## src/rtl/core/plbr_pkg.sv

```systemverilog
// Shared types and constants for the piecewise-linear breakpoint remapper.
// No dependencies; used by plbr_chan and the top level.
package plbr_pkg;

	localparam int SAMPLE_W  = 16;
	localparam int DIV_STEPS = 16;

	typedef enum logic {
		OP_LOAD = 1'b0,
		OP_MAP  = 1'b1
	} op_t;

	typedef enum logic {
		MODE_ALL  = 1'b0,
		MODE_SKIP = 1'b1
	} seg_mode_t;

	// selected segment, after lookup
	typedef struct packed {
		logic                       hit;
		logic signed [SAMPLE_W-1:0] x;
		logic signed [SAMPLE_W-1:0] sa;
		logic signed [SAMPLE_W-1:0] sb;
		logic signed [SAMPLE_W-1:0] ta;
		logic signed [SAMPLE_W-1:0] tb;
	} sel_t;

	// segment differences
	typedef struct packed {
		logic                       hit;
		logic signed [SAMPLE_W-1:0] x;
		logic signed [SAMPLE_W-1:0] ta;
		logic signed [SAMPLE_W:0]   d;
		logic signed [SAMPLE_W:0]   dt;
		logic [SAMPLE_W-1:0]        den;
	} diff_t;

	// product
	typedef struct packed {
		logic                         hit;
		logic signed [SAMPLE_W-1:0]   x;
		logic signed [SAMPLE_W-1:0]   ta;
		logic signed [2*SAMPLE_W+1:0] prod;
		logic [SAMPLE_W-1:0]          den;
	} prod_t;

	// one divider step
	typedef struct packed {
		logic                       hit;
		logic signed [SAMPLE_W-1:0] x;
		logic signed [SAMPLE_W-1:0] ta;
		logic                       neg;
		logic [SAMPLE_W-1:0]        rem;
		logic [SAMPLE_W-1:0]        low;
		logic [SAMPLE_W-1:0]        quo;
		logic [SAMPLE_W-1:0]        den;
	} div_t;

endpackage

```

## src/rtl/core/plbr_chan.sv

```systemverilog
// One channel of the remapper: breakpoint table, segment lookup, multiply,
// 16-step pipelined divider and saturating output. Depends on plbr_pkg.
module plbr_chan import plbr_pkg::*; #(
	parameter int BREAKPOINT_COUNT = 7
) (
	input  logic                       clk,
	input  logic                       en,
	input  logic                       ld_en,
	input  logic [2:0]                 ld_idx,
	input  logic signed [SAMPLE_W-1:0] ld_src,
	input  logic signed [SAMPLE_W-1:0] ld_tgt,
	input  logic                       mode,
	input  logic signed [SAMPLE_W-1:0] x_in,
	output logic signed [SAMPLE_W-1:0] y_out,
	output logic                       hit_out
);

	localparam int N     = BREAKPOINT_COUNT;
	localparam int NSEG0 = N - 1;
	localparam int NPT1  = (N == 3) ? N - 1 : N - 2;
	localparam int NSEG1 = NPT1 - 1;
	localparam logic signed [SAMPLE_W+1:0] SAT_HI = (1 <<< (SAMPLE_W - 1)) - 1;
	localparam logic signed [SAMPLE_W+1:0] SAT_LO = -(1 <<< (SAMPLE_W - 1));

	// breakpoint position of point k when breakpoints 1 and N-2 are skipped
	function automatic int pt1(input int k);
		int n;
		int r;
		n = 0;
		r = 0;
		for (int i = 0; i < N; i++) begin
			if (!(i == 1 || i == N - 2)) begin
				if (n == k) r = i;
				n++;
			end
		end
		return r;
	endfunction

	logic signed [SAMPLE_W-1:0] src_q [N];
	logic signed [SAMPLE_W-1:0] tgt_q [N];

	// table write
	always_ff @(posedge clk) begin
		for (int i = 0; i < N; i++) begin
			if (ld_en && int'(ld_idx) == i) begin
				src_q[i] <= ld_src;
				tgt_q[i] <= ld_tgt;
			end
		end
	end

	// segment lookup: first match wins, so scan from the top down
	sel_t sel;
	always_comb begin
		sel    = '0;
		sel.x  = x_in;
		if (mode == MODE_SKIP) begin
			for (int k = NSEG1 - 1; k >= 0; k--) begin
				if (src_q[pt1(k)] <= x_in &&
				    ((k == NSEG1 - 1) ? (x_in <= src_q[pt1(k + 1)])
				                      : (x_in <  src_q[pt1(k + 1)]))) begin
					sel.hit = 1'b1;
					sel.sa  = src_q[pt1(k)];
					sel.sb  = src_q[pt1(k + 1)];
					sel.ta  = tgt_q[pt1(k)];
					sel.tb  = tgt_q[pt1(k + 1)];
				end
			end
		end else begin
			for (int k = NSEG0 - 1; k >= 0; k--) begin
				if (src_q[k] <= x_in &&
				    ((k == NSEG0 - 1) ? (x_in <= src_q[k + 1])
				                      : (x_in <  src_q[k + 1]))) begin
					sel.hit = 1'b1;
					sel.sa  = src_q[k];
					sel.sb  = src_q[k + 1];
					sel.ta  = tgt_q[k];
					sel.tb  = tgt_q[k + 1];
				end
			end
		end
	end

	sel_t  sel_s1;
	diff_t diff_s2;
	prod_t prod_s3;
	div_t  div_s [DIV_STEPS+1];
	logic signed [SAMPLE_W:0] den_w;

	assign den_w = 17'(sel_s1.sb) - 17'(sel_s1.sa);

	// lookup, differences, product
	always_ff @(posedge clk) begin
		if (en) begin
			sel_s1       <= sel;
			diff_s2.hit  <= sel_s1.hit;
			diff_s2.x    <= sel_s1.x;
			diff_s2.ta   <= sel_s1.ta;
			diff_s2.d    <= sel_s1.hit ? (17'(sel_s1.x) - 17'(sel_s1.sa)) : '0;
			diff_s2.dt   <= 17'(sel_s1.tb) - 17'(sel_s1.ta);
			// zero-width segment: d is zero, any nonzero divisor gives zero
			diff_s2.den  <= (den_w[SAMPLE_W-1:0] == '0) ? SAMPLE_W'(1)
			                                            : den_w[SAMPLE_W-1:0];
			prod_s3.hit  <= diff_s2.hit;
			prod_s3.x    <= diff_s2.x;
			prod_s3.ta   <= diff_s2.ta;
			prod_s3.prod <= 34'(diff_s2.d) * 34'(diff_s2.dt);
			prod_s3.den  <= diff_s2.den;
		end
	end

	// divider setup: sign and magnitude
	logic [2*SAMPLE_W+1:0] mag;
	assign mag = prod_s3.prod[2*SAMPLE_W+1] ? 34'(-prod_s3.prod) : 34'(prod_s3.prod);

	always_ff @(posedge clk) begin
		if (en) begin
			div_s[0].hit <= prod_s3.hit;
			div_s[0].x   <= prod_s3.x;
			div_s[0].ta  <= prod_s3.ta;
			div_s[0].neg <= prod_s3.prod[2*SAMPLE_W+1];
			div_s[0].rem <= mag[2*SAMPLE_W-1:SAMPLE_W];
			div_s[0].low <= mag[SAMPLE_W-1:0];
			div_s[0].quo <= '0;
			div_s[0].den <= prod_s3.den;
		end
	end

	// restoring divider, one quotient bit per stage
	for (genvar g = 0; g < DIV_STEPS; g++) begin : g_div
		logic [SAMPLE_W:0] trial;
		logic              take;
		assign trial = {div_s[g].rem, div_s[g].low[SAMPLE_W-1]};
		assign take  = trial >= {1'b0, div_s[g].den};
		always_ff @(posedge clk) begin
			if (en) begin
				div_s[g+1].hit <= div_s[g].hit;
				div_s[g+1].x   <= div_s[g].x;
				div_s[g+1].ta  <= div_s[g].ta;
				div_s[g+1].neg <= div_s[g].neg;
				div_s[g+1].den <= div_s[g].den;
				div_s[g+1].rem <= take ? SAMPLE_W'(trial - {1'b0, div_s[g].den})
				                       : trial[SAMPLE_W-1:0];
				div_s[g+1].low <= {div_s[g].low[SAMPLE_W-2:0], 1'b0};
				div_s[g+1].quo <= {div_s[g].quo[SAMPLE_W-2:0], take};
			end
		end
	end

	// signed quotient, add target start, saturate; a sample outside the table passes through
	logic signed [SAMPLE_W+1:0] q_sig;
	logic signed [SAMPLE_W+1:0] sum;
	assign q_sig = div_s[DIV_STEPS].neg ? -18'(div_s[DIV_STEPS].quo)
	                                    : 18'(div_s[DIV_STEPS].quo);
	assign sum   = 18'(div_s[DIV_STEPS].ta) + q_sig;

	always_ff @(posedge clk) begin
		if (en) begin
			hit_out <= div_s[DIV_STEPS].hit;
			if (!div_s[DIV_STEPS].hit) y_out <= div_s[DIV_STEPS].x;
			else if (sum > SAT_HI)     y_out <= SAT_HI[SAMPLE_W-1:0];
			else if (sum < SAT_LO)     y_out <= SAT_LO[SAMPLE_W-1:0];
			else                       y_out <= sum[SAMPLE_W-1:0];
		end
	end

endmodule

```

## config.mk

```make
export PLATFORM = sky130hd
export DESIGN_NAME = plbr_chan
export DESIGN_NICKNAME = d
export VERILOG_FILES = /design/src/rtl/core/plbr_pkg.sv /design/src/rtl/core/plbr_chan.sv
export SDC_FILE = /design/constraint.sdc
export NUM_CORES = 2
export LEC_CHECK = 0
export ABC_AREA = 1
export BUFFER_PORTS_ARGS = -buffer_cell sky130_fd_sc_hd__buf_2
export CORE_AREA = 4 4 525 371
export CTS_BUF_LIST = sky130_fd_sc_hd__clkbuf_16
export DETAILED_ROUTE_END_ITERATION = 7
export DIE_AREA = 0 0 529 375
export GPL_TIMING_DRIVEN = 0
export PLACE_DENSITY = 0.65
export SKIP_CTS_REPAIR_TIMING = 1
export SYNTH_ARGS = -nofsm -noshare
export SYNTH_HDL_FRONTEND = slang
export SYNTH_SLANG_ARGS = --single-unit
```

## constraint.sdc

```tcl
create_clock -name clk -period 6.9 [get_ports clk]
set_input_delay 1.035 -clock clk [delete_from_list [all_inputs] [get_ports clk]]
set_output_delay 1.035 -clock clk [all_outputs]
set_load 0.01 [all_outputs]
```

==> results.cfg <==
[outcome]
status = complete, no violations

[route]
drc = 0
via_count = 60400
totalWireLength_um = 223000
drtAntennaViolNets = 0
first_pass_iters = 6
via_per_inst = 5.29
wire_per_inst_um = 19.5
drt-initial-drc-count = 6056

[clocking]
htreeDepth = 4
numCtsBuffers = 184
clock_path_buffers = 4
cts_num_sinks = 1849
insertion_delay_ns = 0.84
path_clk_slew_ns = 0.06
cts_tree = yes
cts_root_buf = clkbuf_16

[grt]
overflow = 0
first_global_vias = 58300
grt_max_degree = 184
track_usage_pct = 22.3
antenna_found_initial = 7
grt_pass1_wl_um = 343000

[synth]
synthAdderAreaFrac_pct = 13.5
synthesis.nets = 9357
synth_top_family_by_area = adder cells
async_reset_ff_share_pct = 0
yosys.area.top_type = edfxtp_1
synth_warnings = 0
synth-compound-area-share_pct = 5.84
synthFlopType = edfxtp_1
synth_area_leaders = edfxtp_1 59%, nand2_1 7.4%, ha_1 6.9%, fa_1 6.7%, inv_1 5.3%
synthMuxAreaShare_pct = 0
synth.avg_cell_area_um2 = 11.2
synth_top_area_share_pct = 58.7
ys_seq_area_share_pct = 58.7
synth_edf_count = 1849
ys_ff_latch = 1849
syn-instance-count = 8468
synth.cell_area_mm2 = 0.0946
synth_cell_types = 50
synth_xor_xnor_area_share_pct = 2.94
yosys.area_share.simple_pct = 12.5

[floorplanning]
die_h_um = 375
ioPinCount = 72
initial_core_util_pct = 49.8
num_rows = 134
core_area_mm2 = 0.190
dieWidth_um = 529
die_area_mm2 = 0.198

[placed_design]
placed_area_mm2 = 0.0986
gp_congestion = 0.949
hpwl_um = 168000
pre_cts_slack_ns = -0.770
io_buffers = 71

[layout]
final_util_pct = 55.3
areaGrowthSynthToFinish_pct = 10.9
postLayoutCellArea_mm2 = 0.105
fin_nets = 9641
fill_cells = 16000
drive_gt1_share_pct = 6.75

[timing]
setup_viol = 0
final-hold-violation-count = 0
period_needed_ns = 6.66
fmax_mhz = 150
grt_setup_unrepaired = no
slew_violations = 0
max_slew_margin_pct = 33.3
final.setup.worst_slack_ns = 0.242
worstMarginPinSlew_ns = 1.00
finalCritPeriodShare_pct = 96.5
clock_skew_ns = 0.0963

[critical_path]
crit_required_ns = 7.47
slowest_stage = edfxtp_1
cp_top_family = adder cells
path_class = reg -> reg
start_kind = register
crit_arrival_ns = 7.23
critPathMostFrequentCell = fa_1
crit_chain = clkbuf_2 -> nand2_1 -> fa_1 -> inv_1 -> fa_1 -> fa_1 -> fa_1 -> fa_1 -> inv_1 -> fa_1 -> inv_1 -> ha_1 -> nand2_1 -> nor2_1 -> inv_1 -> nor3_2 -> nand3_1 -> o211ai_1 -> buf_4 -> a21o_1 -> a21oi_1 -> xnor2_1
crit_path_end_kind = register
max_stage_delay_ns = 0.74
cp_num_buf_inv = 6
path_max_fanout = 10

[flow_run]
cap_violations = 0

[hold_path]
hp-class = reg -> reg
per-stage QoR:
stage	hold slack [ns]	TNS (ns)	cells
6_report	0.326	0	11400
2_1_floorplan	0.400	0	8468
4_1_cts	0.313	-5.41	11400
5_1_grt	0.332	0	11400
3_3_place_gp	0.400	-	11100
3_5_place_dp	0.405	-5.26	11100
worst paths after layout:
| check | startpoint | end | slack [ns] | cells past startpoint |
|---|---|---|---|---|
| min reg2reg | div_s[8][65] | div_s[9][65] | 0.33 | 0 |
| min | div_s[8][65] | div_s[9][65] | 0.33 | 0 |
| max reg2reg | diff_s2[28] | prod_s3[44] | 0.24 | 22 |
| max | diff_s2[28] | prod_s3[44] | 0.24 | 22 |
worst reg2reg max path: stages, from the launching register on:
cell,delay (ns)
edfxtp_1,0.74
clkbuf_2,0.42
nand2_1,0.13
fa_1,0.52
inv_1,0.05
fa_1,0.46
fa_1,0.53
fa_1,0.59
fa_1,0.59
inv_1,0.06
fa_1,0.54
inv_1,0.04
ha_1,0.35
nand2_1,0.13
nor2_1,0.10
inv_1,0.07
nor3_2,0.26
nand3_1,0.11
o211ai_1,0.19
buf_4,0.16
a21o_1,0.15
a21oi_1,0.09
xnor2_1,0.12
registers in the layout (all words and copies together), names as in the netlist:
| register | cells |
|---|---|
| prod_s3 | 82 |
| sel_s1 | 81 |
| y_out | 16 |
| tgt_q | 112 |
| diff_s2 | 83 |
| hit_out | 1 |
| src_q | 112 |
| div_s | 1362 |
final cells by class:
cell class	instances	area, µm²	share of cell area [%]
diodes	1	2.50	0.00238
repair buffers	129	1140	1.09
clock inverters	139	1400	1.33
well taps	2516	3150	3.00
inverters	1354	5090	4.85
flip-flops and latches	1849	55500	52.9
plain buffers	216	1010	0.966
clock buffers	186	4650	4.44
multi-input cells	5018	33000	31.4
metal layers:
| layer | global-route usage [%] | part of all wire [%] | up-vias |
|---|---|---|---|
| met5 | 0 | 0 | - |
| met4 | 6.00 | 2.6 | 0 |
| met3 | 3.58 | 7.8 | 315 |
| met2 | 33.2 | 43 | 2188 |
| met1 | 34.2 | 47 | 28900 |
| li1 | - | - | 29000 |
cells in the final DEF, fill, tap and decap left out, types with 8 or more instances in the layout:
cell	n
buf_12	12
ha_1	519
a31oi_1	27
nand4_1	36
o21a_1	11
clkbuf_1	95
clkbuf_2	30
clkinv_4	10
a21boi_0	22
nor4_1	19
nor2_1	258
buf_1	11
fa_1	313
o2111ai_1	14
nand2_1	1873
bufinv_16	25
inv_6	9
clkinvlp_4	12
a21oi_1	416
inv_1	1363
o21bai_1	11
buf_2	133
a21o_1	47
o31ai_1	9
clkbuf_16	186
nor3_1	68
buf_16	9
o21ai_0	350
o21ai_1	73
xor2_1	172
nand3_1	521
edfxtp_1	1849
buf_4	45
inv_2	12
clkinv_1	28
or2_2	49
clkinv_2	29
buf_6	8
xnor2_1	145
o41ai_1	8
cells in the mapped netlist, drive strengths merged (36+ instances only):
master,instances
a21o,47
a21oi,418
buf,91
clkbuf,156
edfxtp,1849
fa,315
ha,519
inv,1354
nand2,1878
nand3,523
nand4,36
nor2,267
nor3,70
o21ai,424
or2,55
xnor2,145
xor2,172
logic make-up (layout without fill, tap and decap cells):
logic type | count (synthesis) | after routing
buf+inv | 1601 | 2024
flops | 1849 | 1849
other cells | 0 | 1
simple gates | 2852 | 2852
fa+ha+maj | 834 | 834
compound gates | 1015 | 1015
xor+xnor | 317 | 317
Power is left out: the tool's default activity adds up to more than one toggle a clock period on the data nets, which glitch-free logic cannot reach.
